$ cat src/rtl/rdsgbg_pkg.sv
// Package for the RDS group bitstream generator: shared types, operation
// codes, register indexes, CRC and offset constants, fixed group contents.
// No dependencies.
package rdsgbg_pkg;

   localparam int unsigned CELLS = 16;

   localparam logic [1:0] OP_TICK = 2'd0;
   localparam logic [1:0] OP_PS   = 2'd1;
   localparam logic [1:0] OP_RT   = 2'd2;

   localparam logic [2:0] CSR_PI_CODE    = 3'd0;
   localparam logic [2:0] CSR_PTY        = 3'd1;
   localparam logic [2:0] CSR_TP         = 3'd2;
   localparam logic [2:0] CSR_TA         = 3'd3;
   localparam logic [2:0] CSR_MS         = 3'd4;
   localparam logic [2:0] CSR_ECC_ENABLE = 3'd5;
   localparam logic [2:0] CSR_ECC_VALUE  = 3'd6;
   localparam logic [2:0] CSR_TMC_ENABLE = 3'd7;

   localparam logic [9:0] CRC_POLY_LOW = 10'h1B9;
   localparam logic [9:0] OFFSET_A     = 10'h0FC;
   localparam logic [9:0] OFFSET_B     = 10'h198;
   localparam logic [9:0] OFFSET_C     = 10'h168;
   localparam logic [9:0] OFFSET_D     = 10'h1B4;

   localparam logic [4:0] BLOCK_LAST_BIT = 5'd25;
   localparam logic [4:0] BASE_SLOTS     = 5'd21;
   localparam logic [7:0] SPACE_CHAR     = 8'h20;

   localparam logic [15:0] TMC_C_FIRST  = 16'h0066;
   localparam logic [15:0] TMC_C_SECOND = 16'h6280;
   localparam logic [15:0] TMC_AID      = 16'hCD46;
   localparam logic [15:0] TMC_EVENT    = 16'h953C;
   localparam logic [15:0] TMC_LOCATION = 16'h2B0F;
   localparam logic [15:0] ODA_C_WORD   = 16'h2038;
   localparam logic [15:0] ODA_D_WORD   = 16'h4456;

   typedef struct packed {
      logic [15:0] pi_code;
      logic [4:0]  program_type;
      logic        traffic_program;
      logic        traffic_announce;
      logic        music_speech;
      logic        ecc_enable;
      logic [7:0]  ecc_value;
      logic        tmc_enable;
   } cfg_type;

   typedef struct packed {
      logic [15:0] word;
      logic        use_rt;
      logic [1:0]  blk;
      logic [4:0]  rbit;
   } front_type;

   typedef struct packed {
      logic [15:0] word;
      logic [9:0]  rem;
      logic [1:0]  blk;
      logic [4:0]  rbit;
   } cell_type;

endpackage

$ cat src/rtl/rds_group_bitstream_generator_top.sv
// RDS group bitstream generator, top level. A tick item accepted by the front
// register passes through 16 check cells and the output register to give its
// bit. Throughput: one item per cycle while rsp_stall lets the output move;
// back-pressure holds the chain and raises req_stall. Writes give no result.
// Reset (synchronous): counters, registers and pipeline clear, text reads as
// spaces. Depends on rdsgbg_pkg, rdsgbg_seq, rdsgbg_rt_mem, rdsgbg_crc_cell.
module rds_group_bitstream_generator_top (
   input  logic        clock,
   input  logic        reset,
   input  logic        req_valid,
   output logic        req_stall,
   input  logic [1:0]  req_op,
   input  logic [5:0]  req_char_index,
   input  logic [7:0]  req_char_value,
   output logic        rsp_valid,
   input  logic        rsp_stall,
   output logic        rsp_bit_out,
   output logic        rsp_group_start,
   input  logic        csr_we,
   input  logic [2:0]  csr_index,
   input  logic [15:0] csr_wdata
);
   import rdsgbg_pkg::*;

   cfg_type     cfg_ff;
   front_type   front;
   front_type   s1_ff;
   logic        s1_valid_ff;
   logic        s1_ready;
   logic [4:0]  rt_row;
   logic [15:0] rt_word;
   logic        accept;
   logic        tick;

   cell_type         cin  [CELLS];
   cell_type         cout [CELLS];
   logic [CELLS-1:0] cin_v;
   logic [CELLS-1:0] cout_v;
   logic [CELLS:0]   rdy;

   logic        rsp_valid_ff;
   logic        bit_ff;
   logic        start_ff;
   logic        out_ready;
   logic [25:0] full;
   logic [9:0]  offset;
   logic [4:0]  sel;

   always_ff @(posedge clock) begin
      if (reset) begin
         cfg_ff <= '0;
      end else if (csr_we) begin
         unique case (csr_index)
            CSR_PI_CODE:    cfg_ff.pi_code          <= csr_wdata;
            CSR_PTY:        cfg_ff.program_type     <= csr_wdata[4:0];
            CSR_TP:         cfg_ff.traffic_program  <= csr_wdata[0];
            CSR_TA:         cfg_ff.traffic_announce <= csr_wdata[0];
            CSR_MS:         cfg_ff.music_speech     <= csr_wdata[0];
            CSR_ECC_ENABLE: cfg_ff.ecc_enable       <= csr_wdata[0];
            CSR_ECC_VALUE:  cfg_ff.ecc_value        <= csr_wdata[7:0];
            CSR_TMC_ENABLE: cfg_ff.tmc_enable       <= csr_wdata[0];
            default:        cfg_ff <= cfg_ff;
         endcase
      end
   end

   assign out_ready  = !rsp_valid_ff || !rsp_stall;
   assign rdy[CELLS] = out_ready;
   assign s1_ready   = !s1_valid_ff || rdy[0];
   assign req_stall  = !s1_ready;
   assign accept     = req_valid && s1_ready;
   assign tick       = accept && (req_op == OP_TICK);

   rdsgbg_seq u_seq (
      .clock      (clock),
      .reset      (reset),
      .accept     (accept),
      .op         (req_op),
      .char_index (req_char_index),
      .char_value (req_char_value),
      .cfg        (cfg_ff),
      .front      (front),
      .rt_row     (rt_row)
   );

   rdsgbg_rt_mem u_rt_mem (
      .clock (clock),
      .reset (reset),
      .we    (accept && (req_op == OP_RT)),
      .waddr (req_char_index),
      .wdata (req_char_value),
      .re    (tick),
      .raddr (rt_row),
      .rword (rt_word)
   );

   always_ff @(posedge clock) begin
      if (reset) begin
         s1_valid_ff <= 1'b0;
      end else if (s1_ready) begin
         s1_valid_ff <= tick;
      end
   end

   always_ff @(posedge clock) begin
      if (tick) begin
         s1_ff <= front;
      end
   end

   assign cin[0]   = {s1_ff.use_rt ? rt_word : s1_ff.word, 10'd0, s1_ff.blk, s1_ff.rbit};
   assign cin_v[0] = s1_valid_ff;

   for (genvar g = 0; g < CELLS; g++) begin : g_cell
      if (g > 0) begin : g_link
         assign cin[g]   = cout[g-1];
         assign cin_v[g] = cout_v[g-1];
      end
      rdsgbg_crc_cell u_cell (
         .clock      (clock),
         .reset      (reset),
         .up_valid   (cin_v[g]),
         .up_data    (cin[g]),
         .up_ready   (rdy[g]),
         .down_ready (rdy[g+1]),
         .down_valid (cout_v[g]),
         .down_data  (cout[g])
      );
   end

   always_comb begin
      unique case (cout[CELLS-1].blk)
         2'd0:    offset = OFFSET_A;
         2'd1:    offset = OFFSET_B;
         2'd2:    offset = OFFSET_C;
         default: offset = OFFSET_D;
      endcase
      full = {cout[CELLS-1].word, cout[CELLS-1].rem} ^ {16'd0, offset};
      sel  = BLOCK_LAST_BIT - cout[CELLS-1].rbit;
   end

   always_ff @(posedge clock) begin
      if (reset) begin
         rsp_valid_ff <= 1'b0;
      end else if (out_ready) begin
         rsp_valid_ff <= cout_v[CELLS-1];
      end
   end

   always_ff @(posedge clock) begin
      if (out_ready && cout_v[CELLS-1]) begin
         bit_ff   <= full[sel];
         start_ff <= (cout[CELLS-1].blk == 2'd0) && (cout[CELLS-1].rbit == 5'd0);
      end
   end

   assign rsp_valid       = rsp_valid_ff;
   assign rsp_bit_out     = bit_ff;
   assign rsp_group_start = start_ff;

endmodule

$ cat src/rtl/rdsgbg_rt_mem.sv
// Radiotext store: 32 rows of two characters, byte writes, registered read.
// Per-character valid bits make unwritten characters read as spaces.
// Depends on rdsgbg_pkg.
module rdsgbg_rt_mem (
   input  logic        clock,
   input  logic        reset,
   input  logic        we,
   input  logic [5:0]  waddr,
   input  logic [7:0]  wdata,
   input  logic        re,
   input  logic [4:0]  raddr,
   output logic [15:0] rword
);
   import rdsgbg_pkg::*;

   logic [15:0] mem [32];
   logic [63:0] valid_ff;
   logic [15:0] rd_ff;
   logic [1:0]  rdv_ff;

   always_ff @(posedge clock) begin
      if (we) begin
         if (waddr[0]) begin
            mem[waddr[5:1]][7:0] <= wdata;
         end else begin
            mem[waddr[5:1]][15:8] <= wdata;
         end
      end
      if (re) begin
         rd_ff <= mem[raddr];
      end
   end

   always_ff @(posedge clock) begin
      if (reset) begin
         valid_ff <= '0;
         rdv_ff   <= '0;
      end else begin
         if (we) begin
            valid_ff[waddr] <= 1'b1;
         end
         if (re) begin
            rdv_ff <= {valid_ff[{raddr, 1'b0}], valid_ff[{raddr, 1'b1}]};
         end
      end
   end

   assign rword = {rdv_ff[1] ? rd_ff[15:8] : SPACE_CHAR,
                   rdv_ff[0] ? rd_ff[7:0]  : SPACE_CHAR};

endmodule

$ cat src/rtl/rdsgbg_crc_cell.sv
// One cell of the check-word chain: folds one message bit into the
// remainder and rotates the word for the next cell. Depends on rdsgbg_pkg.
module rdsgbg_crc_cell (
   input  logic                 clock,
   input  logic                 reset,
   input  logic                 up_valid,
   input  rdsgbg_pkg::cell_type up_data,
   output logic                 up_ready,
   input  logic                 down_ready,
   output logic                 down_valid,
   output rdsgbg_pkg::cell_type down_data
);
   import rdsgbg_pkg::*;

   logic     valid_ff;
   cell_type data_ff;
   cell_type step_in;
   logic     fb;

   assign up_ready = !valid_ff || down_ready;

   always_comb begin
      fb           = up_data.rem[9] ^ up_data.word[15];
      step_in      = up_data;
      step_in.rem  = {up_data.rem[8:0], 1'b0} ^ (fb ? CRC_POLY_LOW : 10'd0);
      step_in.word = {up_data.word[14:0], up_data.word[15]};
   end

   always_ff @(posedge clock) begin
      if (reset) begin
         valid_ff <= 1'b0;
      end else if (up_ready) begin
         valid_ff <= up_valid;
      end
   end

   always_ff @(posedge clock) begin
      if (up_ready && up_valid) begin
         data_ff <= step_in;
      end
   end

   assign down_valid = valid_ff;
   assign down_data  = data_ff;

endmodule

$ cat src/rtl/rdsgbg_seq.sv
// Group sequencer: slot and bit counters, programme service name store and
// the information word for the current bit. Depends on rdsgbg_pkg.
module rdsgbg_seq (
   input  logic                  clock,
   input  logic                  reset,
   input  logic                  accept,
   input  logic [1:0]            op,
   input  logic [5:0]            char_index,
   input  logic [7:0]            char_value,
   input  rdsgbg_pkg::cfg_type   cfg,
   output rdsgbg_pkg::front_type front,
   output logic [4:0]            rt_row
);
   import rdsgbg_pkg::*;

   logic [4:0]  slot_ff, slot_in;
   logic [1:0]  blk_ff, blk_in;
   logic [4:0]  rbit_ff, rbit_in;
   logic [15:0] ps_ff [4];
   logic        tick;
   logic        last;
   logic [4:0]  seq_len;
   logic [4:0]  slot_eff;
   logic [4:0]  slot_next;

   assign tick      = accept && (op == OP_TICK);
   assign seq_len   = BASE_SLOTS + {4'd0, cfg.ecc_enable} + (cfg.tmc_enable ? 5'd3 : 5'd0);
   assign slot_eff  = (slot_ff >= seq_len) ? 5'd0 : slot_ff;
   assign slot_next = slot_eff + 5'd1;
   assign last      = (blk_ff == 2'd3) && (rbit_ff == BLOCK_LAST_BIT);

   always_comb begin
      rbit_in = (rbit_ff == BLOCK_LAST_BIT) ? 5'd0 : rbit_ff + 5'd1;
      blk_in  = (rbit_ff == BLOCK_LAST_BIT) ? blk_ff + 2'd1 : blk_ff;
      slot_in = slot_eff;
      if (last) begin
         slot_in = (slot_next >= seq_len) ? 5'd0 : slot_next;
      end
   end

   always_ff @(posedge clock) begin
      if (reset) begin
         slot_ff <= '0;
         blk_ff  <= '0;
         rbit_ff <= '0;
      end else if (tick) begin
         slot_ff <= slot_in;
         blk_ff  <= blk_in;
         rbit_ff <= rbit_in;
      end
   end

   always_ff @(posedge clock) begin
      if (reset) begin
         for (int i = 0; i < 4; i++) begin
            ps_ff[i] <= {SPACE_CHAR, SPACE_CHAR};
         end
      end else if (accept && (op == OP_PS) && (char_index[5:3] == 3'd0)) begin
         if (char_index[0]) begin
            ps_ff[char_index[2:1]][7:0] <= char_value;
         end else begin
            ps_ff[char_index[2:1]][15:8] <= char_value;
         end
      end
   end

   always_comb begin
      logic        is0a, is1a, is2a, is3a, is8a;
      logic [4:0]  t1, t2, t3;
      logic [10:0] base;
      logic [15:0] w1, w2, w3;
      logic        rt_c;
      base = {cfg.traffic_program, cfg.program_type, 5'd0};
      t1   = slot_eff - 5'd4;
      t2   = t1 - {4'd0, cfg.ecc_enable};
      t3   = t2 - 5'd16;
      is0a = slot_eff < 5'd4;
      is1a = !is0a && cfg.ecc_enable && (t1 == 5'd0);
      is2a = !is0a && !is1a && (t2 < 5'd16);
      is3a = !is0a && !is1a && !is2a && cfg.tmc_enable && (t3 < 5'd2);
      is8a = !is0a && !is1a && !is2a && cfg.tmc_enable && (t3 == 5'd2);
      rt_c = 1'b0;
      if (is0a) begin
         w1 = {5'd0, cfg.traffic_program, cfg.program_type, cfg.traffic_announce,
               cfg.music_speech, slot_eff[1:0] == 2'd3, slot_eff[1:0]};
         w2 = cfg.pi_code;
         w3 = ps_ff[slot_eff[1:0]];
      end else if (is1a) begin
         w1 = {4'd1, 1'b0, base};
         w2 = {8'h80, cfg.ecc_value};
         w3 = 16'd0;
      end else if (is2a) begin
         w1 = {4'd2, 1'b0, base[10:5], 1'b0, t2[3:0]};
         w2 = 16'd0;
         w3 = 16'd0;
         rt_c = 1'b1;
      end else if (is3a) begin
         w1 = {4'd3, 1'b0, base[10:5], 5'h10};
         w2 = (t3 == 5'd0) ? TMC_C_FIRST : TMC_C_SECOND;
         w3 = TMC_AID;
      end else if (is8a) begin
         w1 = {4'd8, 1'b0, base[10:5], 5'h0B};
         w2 = TMC_EVENT;
         w3 = TMC_LOCATION;
      end else begin
         w1 = {4'd11, 1'b0, base[10:5], 5'h08};
         w2 = ODA_C_WORD;
         w3 = ODA_D_WORD;
      end
      front.blk    = blk_ff;
      front.rbit   = rbit_ff;
      front.use_rt = rt_c && (blk_ff[1] == 1'b1);
      unique case (blk_ff)
         2'd0:    front.word = cfg.pi_code;
         2'd1:    front.word = w1;
         2'd2:    front.word = w2;
         default: front.word = w3;
      endcase
      rt_row = {t2[3:0], blk_ff[0]};
   end

`ifndef SYNTH
   a_bit_advance: assert property (@(posedge clock) disable iff (reset)
      tick && (rbit_ff != BLOCK_LAST_BIT) |=> rbit_ff == $past(rbit_ff) + 5'd1)
      else $error("bit counter did not advance");
   a_group_wrap: assert property (@(posedge clock) disable iff (reset)
      tick && last |=> (blk_ff == 2'd0) && (rbit_ff == 5'd0))
      else $error("group end did not wrap the bit counters");
   a_hold_idle: assert property (@(posedge clock) disable iff (reset)
      !tick |=> $stable(slot_ff) && $stable(blk_ff) && $stable(rbit_ff))
      else $error("counters moved without a tick");
`endif

endmodule

$ cat config.mk
export PLATFORM = sky130hd
export DESIGN_NAME = rds_group_bitstream_generator_top
export DESIGN_NICKNAME = d
export VERILOG_FILES = /design/src/rtl/rdsgbg_pkg.sv /design/src/rtl/rds_group_bitstream_generator_top.sv /design/src/rtl/rdsgbg_rt_mem.sv /design/src/rtl/rdsgbg_crc_cell.sv /design/src/rtl/rdsgbg_seq.sv
export SDC_FILE = /design/constraint.sdc
export NUM_CORES = 1
export LEC_CHECK = 0
export CAP_MARGIN = 5
export CELL_PAD_IN_SITES_DETAIL_PLACEMENT = 1
export CELL_PAD_IN_SITES_GLOBAL_PLACEMENT = 1
export CORE_MARGIN = 2
export CORE_UTILIZATION = 55
export CTS_CLUSTER_DIAMETER = 150
export DETAILED_ROUTE_END_ITERATION = 10
export DONT_BUFFER_PORTS = 1
export GPL_TIMING_DRIVEN = 0
export PLACE_DENSITY_LB_ADDON = 0.1
export SETUP_SLACK_MARGIN = 0.02
export SLEW_MARGIN = 40
export SYNTH_ARGS = -nofsm -noshare
export SYNTH_HDL_FRONTEND = slang
export SYNTH_HIERARCHICAL = 1
export SYNTH_SLANG_ARGS = --single-unit
$ cat constraint.sdc
create_clock -name clock -period 8.47 [get_ports clock]
set_clock_uncertainty 0.15 [all_clocks]
set_input_delay 0.4235 -clock clock [delete_from_list [all_inputs] [get_ports clock]]
set_output_delay 0.4235 -clock clock [all_outputs]
set_load 0.01 [all_outputs]
After elaboration in Yosys (flattened, before gate mapping):

Memory sizes are Yosys's and may differ from the RTL's. A register that Yosys moved wholly into a read port is not among the register bits.
Cells that the tools add are included.

* flip-flop bits (word level): 684
* RAM bits: 576
* bits of input ports: 40
* output and inout bits: 4
* logic and storage cells: 334
* memories kept: 2

Memories
* u_rt_mem.mem: depth 32, bits a word 16, read ports 1, clocked after Yosys merged registers in 1, write ports 1, line rdsgbg_rt_mem.sv:16 `logic [15:0] mem [32];`
* u_seq.ps_ff: depth 4, bits a word 16, read ports 1, clocked after Yosys merged registers in 0, write ports 4, line rdsgbg_seq.sv:19 `logic [15:0] ps_ff [4];`

* add/subtract/negate cells: 9
* magnitude comparators: 10
* equal/unequal tests: 17
* mux-type cells: 70
* bitwise operators: 32
* reductions and logical operators: 93

Operators with widths (number)
* 16-bit two-way mux: 15
* 10-bit XOR: 15
* 9-bit two-way mux: 16
* 64-bit OR: 1
* 16-bit one-hot mux with 3 select lines: 1
* 1-bit logical AND: 34
* 15-bit two-way mux: 2
* 9-bit one-hot mux with 3 select lines: 1
* 26-bit by 10-bit XOR with 26-bit output: 1
* 1-bit zero test: 23
* 6-bit by 7-bit less-than comparator with 1-bit output, second input constant: 3
* 1-bit two-way mux: 21
* 5-bit two-way mux: 4
* 1-bit logical OR: 18
* 2-bit AND reduction: 9
* 8-bit two-way mux: 2
* 16-bit OR reduction: 1
* 1-bit binary-select mux with 5-bit select: 3
* 5-bit zero test: 3
* 1-bit XOR: 15
* 14-bit two-way mux: 1
* 3-bit == test, second input constant: 4
* 5-bit by 1-bit adder with 5-bit output, second input constant: 2
* 2-bit == test, second input constant: 5
* other kinds (22): 31

Logic depth before layout (Yosys ltp):

* word-level depth: 27
* mapped depth: 27
* mapped depth without buffers: 26

By module:

The synthesis kept the hierarchy.

By module, submodules not included
* rdsgbg_rt_mem: times used 1, cells an instance 1126, area each 22751.8 µm², sequential area each 17176.5 µm²
* rdsgbg_crc_cell: times used 16, cells an instance 45, area each 1096.1 µm², sequential area each 1011.0 µm²
* rdsgbg_seq: times used 1, cells an instance 552, area each 5217.5 µm², sequential area each 2162.1 µm²
* rds_group_bitstream_generator_top: times used 1, cells an instance 256, area each 2787.7 µm², sequential area each 1501.4 µm²

Worst setup path after synthesis:

No wires, ideal clock.

* path kind: input-to-reg
* start: in rsp_stall
* end: reg u_rt_mem.rdv_ff[0]
* library setup time: 91 ps
* arrival time: 5970 ps
* data required time: 8229 ps
* setup slack: 2259 ps
* stages: 22
* path buffers: 0
* cell sequence: nand2_1 nand2b_1 nand2b_1 nand2b_1 nand2b_1 nand2b_1 nand2b_1 nand2b_1 nand2b_1 nand2b_1 nand2b_1 nand2b_1 nand2b_1 nand2b_1 nand2b_1 nand2b_1 nand2b_1 nand2b_1 nand2_1 nor3_1 nor2_1 a211oi_1

* longest elaborated chain between the ends: 21

Ends and longest elaborated chain
* start: declaration: line rds_group_bitstream_generator_top.sv:16 `input logic rsp_stall,`
* 1-bit zero test: line rds_group_bitstream_generator_top.sv:67 `assign out_ready = !rsp_valid_ff || !rsp_stall;`
* 1-bit logical OR: line rds_group_bitstream_generator_top.sv:67
* 1-bit logical OR: line rdsgbg_crc_cell.sv:20 `assign up_ready = !valid_ff || down_ready;`
* net rdy[15]: line rds_group_bitstream_generator_top.sv:39 `logic [CELLS:0] rdy;`
* 1-bit logical OR: line rdsgbg_crc_cell.sv:20
* net rdy[14]: line rds_group_bitstream_generator_top.sv:39
* 1-bit logical OR: line rdsgbg_crc_cell.sv:20
* net rdy[13]: line rds_group_bitstream_generator_top.sv:39
* (+1 left out)
* net rdy[12]: line rds_group_bitstream_generator_top.sv:39
* (+1 left out)
* net rdy[11]: line rds_group_bitstream_generator_top.sv:39
* (+1 left out)
* net rdy[10]: line rds_group_bitstream_generator_top.sv:39
* (+1 left out)
* net rdy[9]: line rds_group_bitstream_generator_top.sv:39
* (+1 left out)
* net rdy[8]: line rds_group_bitstream_generator_top.sv:39
* (+1 left out)
* net rdy[7]: line rds_group_bitstream_generator_top.sv:39
* (+1 left out)
* net rdy[6]: line rds_group_bitstream_generator_top.sv:39
* (+1 left out)
* net rdy[5]: line rds_group_bitstream_generator_top.sv:39
* (+1 left out)
* net rdy[4]: line rds_group_bitstream_generator_top.sv:39
* (+1 left out)
* net rdy[3]: line rds_group_bitstream_generator_top.sv:39
* (+1 left out)
* net rdy[2]: line rds_group_bitstream_generator_top.sv:39
* 1-bit logical OR: line rdsgbg_crc_cell.sv:20
* net rdy[1]: line rds_group_bitstream_generator_top.sv:39
* 1-bit logical OR: line rdsgbg_crc_cell.sv:20
* net rdy[0]: line rds_group_bitstream_generator_top.sv:39
* 1-bit logical OR: line rds_group_bitstream_generator_top.sv:69 `assign s1_ready = !s1_valid_ff || rdy[0];`
* 1-bit logical AND: line rds_group_bitstream_generator_top.sv:71 `assign accept = req_valid && s1_ready;`
* 1-bit logical AND: line rds_group_bitstream_generator_top.sv:72 `assign tick = accept && (req_op == OP_TICK);`
* net tick: line rds_group_bitstream_generator_top.sv:33 `logic tick;`
* end signal: assignment: line rdsgbg_rt_mem.sv:43 `rdv_ff <= {valid_ff[{raddr, 1'b0}], valid_ff[{raddr, 1'b1}]};`
* end: declaration: line rdsgbg_rt_mem.sv:19 `logic [1:0] rdv_ff;`

The timed path passes the listed nets, and every way through them passes these cells.
A chain may end at the register's enable or synchronous reset.

Worst setup path after layout:

* start: reg u_seq.slot_ff[0]
* end: reg u_rt_mem.rd_ff[2], read port of u_rt_mem.mem (data pin)

* longest elaborated chain between the ends: 4

Ends and longest elaborated chain
* start: declaration: line rdsgbg_seq.sv:16 `logic [4:0] slot_ff, slot_in;`
* start signal: assignment: line rdsgbg_seq.sv:47 `slot_ff <= slot_in;`
* 5-bit >= comparator: line rdsgbg_seq.sv:28 `assign slot_eff = (slot_ff >= seq_len) ? 5'd0 : slot_ff;`
* 5-bit two-way mux (*): line rdsgbg_seq.sv:28
* 5-bit by 3-bit subtractor with 5-bit output (*): line rdsgbg_seq.sv:74 `t1 = slot_eff - 5'd4;`
* 5-bit by 1-bit subtractor with 5-bit output (*): line rdsgbg_seq.sv:75 `t2 = t1 - {4'd0, cfg.ecc_enable};`
* net rt_row[3]: line rds_group_bitstream_generator_top.sv:30 `logic [4:0] rt_row;`
* end: declaration: line rdsgbg_rt_mem.sv:18 `logic [15:0] rd_ff;`

The timed path passes the listed nets; every way through them passes the cells marked *.

==> key figures <==
Min path
  • Hold Path Class: input port to flop
  • Hold depth: 1
  • Worst hold start: req_char_index[0]
  • Hold EP: u_seq/ps_ff[3][5]

Route
  • Vias per inst: 5.92
  • Via Count: 24400
  • Final WL: 110000 µm
  • First DRT Iteration DRCs: 1844
  • 1st-pass router iterations: 5
  • Post-route ant nets: 0
  • Wirelength per Cell: 26.7 µm
  • DRC Markers: 0

Final layout
  • Sequential Area: 37000 µm²
  • Fill cells: 7381
  • # diodes: 0
  • Layout cells sized above 1: 19.2%
  • Synthesis-to-finish area growth: 13.7%
  • Final net count: 2936
  • Core Util, Final: 63.2%
  • Final non-filler cell total: 4128
  • Area of the multi-input gates: 10700 µm²

Timing
  • Fin crit share: 81.1%
  • Relative slew slack: 37.9%
  • Endpoints failing hold: 0
  • Setup violators final: 0
  • Final worst path period need: 6.87 ns
  • Fmax: 0.146 GHz
  • Slew @ Worst Pin: 0.932 ns
  • RSZ-0062 raised after global routing: false
  • Final Max Slew Viols: 0
  • Final TNS setup: 0 ns

Global route
  • Initial antenna violation count: 2
  • First-pass GRT wire length: 165000 µm
  • Largest net degree at the start of global routing: 66
  • GR Overflow Total: 0
  • Vias in the first global route: 26000
  • Gr usage total: 25.1%

Synthesis
  • Top cells by instance count after synthesis: edfxtp_1 (1146), nor2_1 (300), mux4_2 (160), dfxtp_1 (130), nand2_1 (97)
  • Syn_area_per_cell: 18.2 µm²
  • Mapped Cells: 2654
  • Synth warn: 6
  • Number of synthesized register bits: 1276
  • Post-Syn Area: 48300 µm²
  • Count leader, synth: edfxtp_1
  • Async S/R FF share, synth: 0%
  • Library cells used by synthesis: 86
  • Ys flop type: edfxtp_1
  • Largest cells by area after synthesis: edfxtp_1 (71%), mux4_2 (7.5%), dfxtp_1 (5.4%)
  • Post-synth EDFFs: 1146
  • Sequential fraction of the synthesis area: 76.6%
  • Synth area leader: edfxtp_1
  • Top cell type's share of synthesized area: 71.3%

Die
  • Standard-cell rows: 108
  • Core Area: 86900 µm²
  • Die Ht: 300 µm
  • Io pins: 44
  • Die ar.: 90200 µm²
  • Initial Utilization: 55.6%
  • Chip Width: 300 µm

Critical path
  • Sequence of cells on the critical path: inv_1 > clkbuf_1 > ha_1 > nand2b_4 > a2111oi_4 > nor2_2 > nor2_4 > inv_2 > buf_2 > ha_1 > ha_1 > and3_1 > mux2i_1 > and4_1 > buf_1 > clkbuf_2 > mux4_2 > mux2_2
  • CP Max Fanout: 11
  • CP max stage delay: 0.72 ns
  • Critical Path Source Type: flop
  • Crit path buf inv count: 6
  • Cell family with most CP delay: buffers and inverters
  • Req. time, crit path: 8.79 ns
  • R2R depth: 18
  • Critical path endpoint category: flop
  • Crit-path most repeated cell: ha_1
  • CP max-delay cell: buf_1
  • WS Path Type: flop to flop
  • R2R setup slack: 1.60 ns
  • RR Endpoint: u_rt_mem/rd_ff[2]
  • CP arrival: 7.19 ns
  • Worst r2r src: u_seq/slot_ff[0]

CTS
  • CTS tree: yes
  • CTS H-Tree Depth: 4
  • Clk_lat worst skew: 0.74 ns
  • Clock slew at reported path FFs: 0.06 ns
  • Clk sink count: 1276
  • CTS root buf: clkbuf_16
  • Num CTS Buffers: 131
  • Worst-case clock buffer depth: 3
  • Setup bufs post-CTS: 0

Run
  • # Max-Cap Violations: 0

Placed design
  • Hpwl dp: 73100 µm
  • I/O Buffers: 0
  • Placer Congestion: 0.850
  • Placed Cells: 3825

Power and ir drop
  • Leak pwr: 0.0174 µW
  • Maximum vdd drop: 0.206 mV
  • Total power: 12600 µW
  • PD cells: 229 nW/µm²

Status
  • Outcome: finished, final reports clean
worst max path at each step:
| stage | startpoint | to | slack [ns] | cells after the start |
|---|---|---|---|---|
| global placement | rsp_stall | u_rt_mem/rdv_ff[0] | 0.09 | 22 |
| global route | u_seq/slot_ff[0] | u_rt_mem/rd_ff[3] | 1.48 | 18 |
| CTS | u_seq/slot_ff[0] | u_rt_mem/rd_ff[6] | 1.45 | 18 |
| finish | u_seq/slot_ff[0] | u_rt_mem/rd_ff[2] | 1.60 | 18 |
| detailed placement | u_seq/slot_ff[0] | u_rt_mem/rd_ff[6] | 1.50 | 18 |
| floorplan | rsp_stall | u_rt_mem/rdv_ff[0] | 2.26 | 22 |
state kept, by name, indices dropped and copies added (netlist names):
signal and count:
u_rt_mem/valid_ff 64, u_seq/rbit_ff 5, u_rt_mem/rdv_ff 2, g_cell.u_cell/down_data 528, s1_ff 17, u_seq/blk_ff 2
cin 7, rsp_valid 1, rsp_group_start 1, cfg_ff 34, u_rt_mem/mem 512, u_seq/slot_ff 5
g_cell.u_cell/down_valid 16, u_rt_mem/rd_ff 16, s1_valid_ff 1, rsp_bit_out 1, u_seq/ps_ff 64
through the flow:
stage	setup slack, ns	instance area, µm²	hold slack, ns
final	1.60	54900	0.0694
after global routing	1.48	54900	0.0434
after CTS	1.45	54900	0.0318
after detailed placement	1.50	50000	0.256
after global placement	0.0922	49800	0.251
after floorplan	2.26	48300	0.250
placed cells by master, fill, tap and decap left out, drive strengths merged, types with 31 or more instances in the layout:
master,n
clkinv,43
mux4,165
nor2,303
dlygate4sd3,53
mux2,37
buf,54
inv,76
dfxtp,130
ha,31
o21ai,31
and2,36
edfxtp,1146
a21oi,77
mux2i,56
nand2,98
clkbuf,253
nand2b,37
xnor2,107
metal layers:
metal / GRT usage [%] / up-vias / wire length (µm)
met4: 8.26 / 2 / 3000
met3: 4.54 / 174 / 6830
met1: 33.6 / 12900 / 44900
met5: 0 / - / 13
met2: 42.1 / 762 / 55400
li1: - / 10600 / -
cell type report:
class / count / share of cell area [%]
clock inverter: 56 / 0.968
tap: 1155 / 2.63
multi-input combinational: 1213 / 19.4
timing repair buffer: 69 / 1.45
buffer: 106 / 1.12
clock buffer: 185 / 6.56
inverter: 68 / 0.465
sequential: 1276 / 67.4
power breakdown:
part           switching, µW  internal [µW]  total, µW
registers               16.7           6850       6870
logic                    175           83.4        259
clock network           2350           3130       5470
cell families (layout without fill, tap and decap cells):
logic type / count (synthesis) / after routing / share of synthesized area, %
flops: 1276 / 1276 / 76.6
fa+ha+maj: 31 / 31 / 0.803
other cells: 1 / 10 / 0.00776
buf+inv: 174 / 484 / 1.77
simple gates: 575 / 575 / 5.46
mux: 258 / 258 / 9.76
compound gates: 222 / 222 / 3.15
xor+xnor: 117 / 117 / 2.40
timing repair:
action	4_1_cts	5_1_grt
hold endpoints to repair	664	0
hold buffers	62	0
resized for setup	0	0
Note: power is estimated with default switching activity, not from simulation.
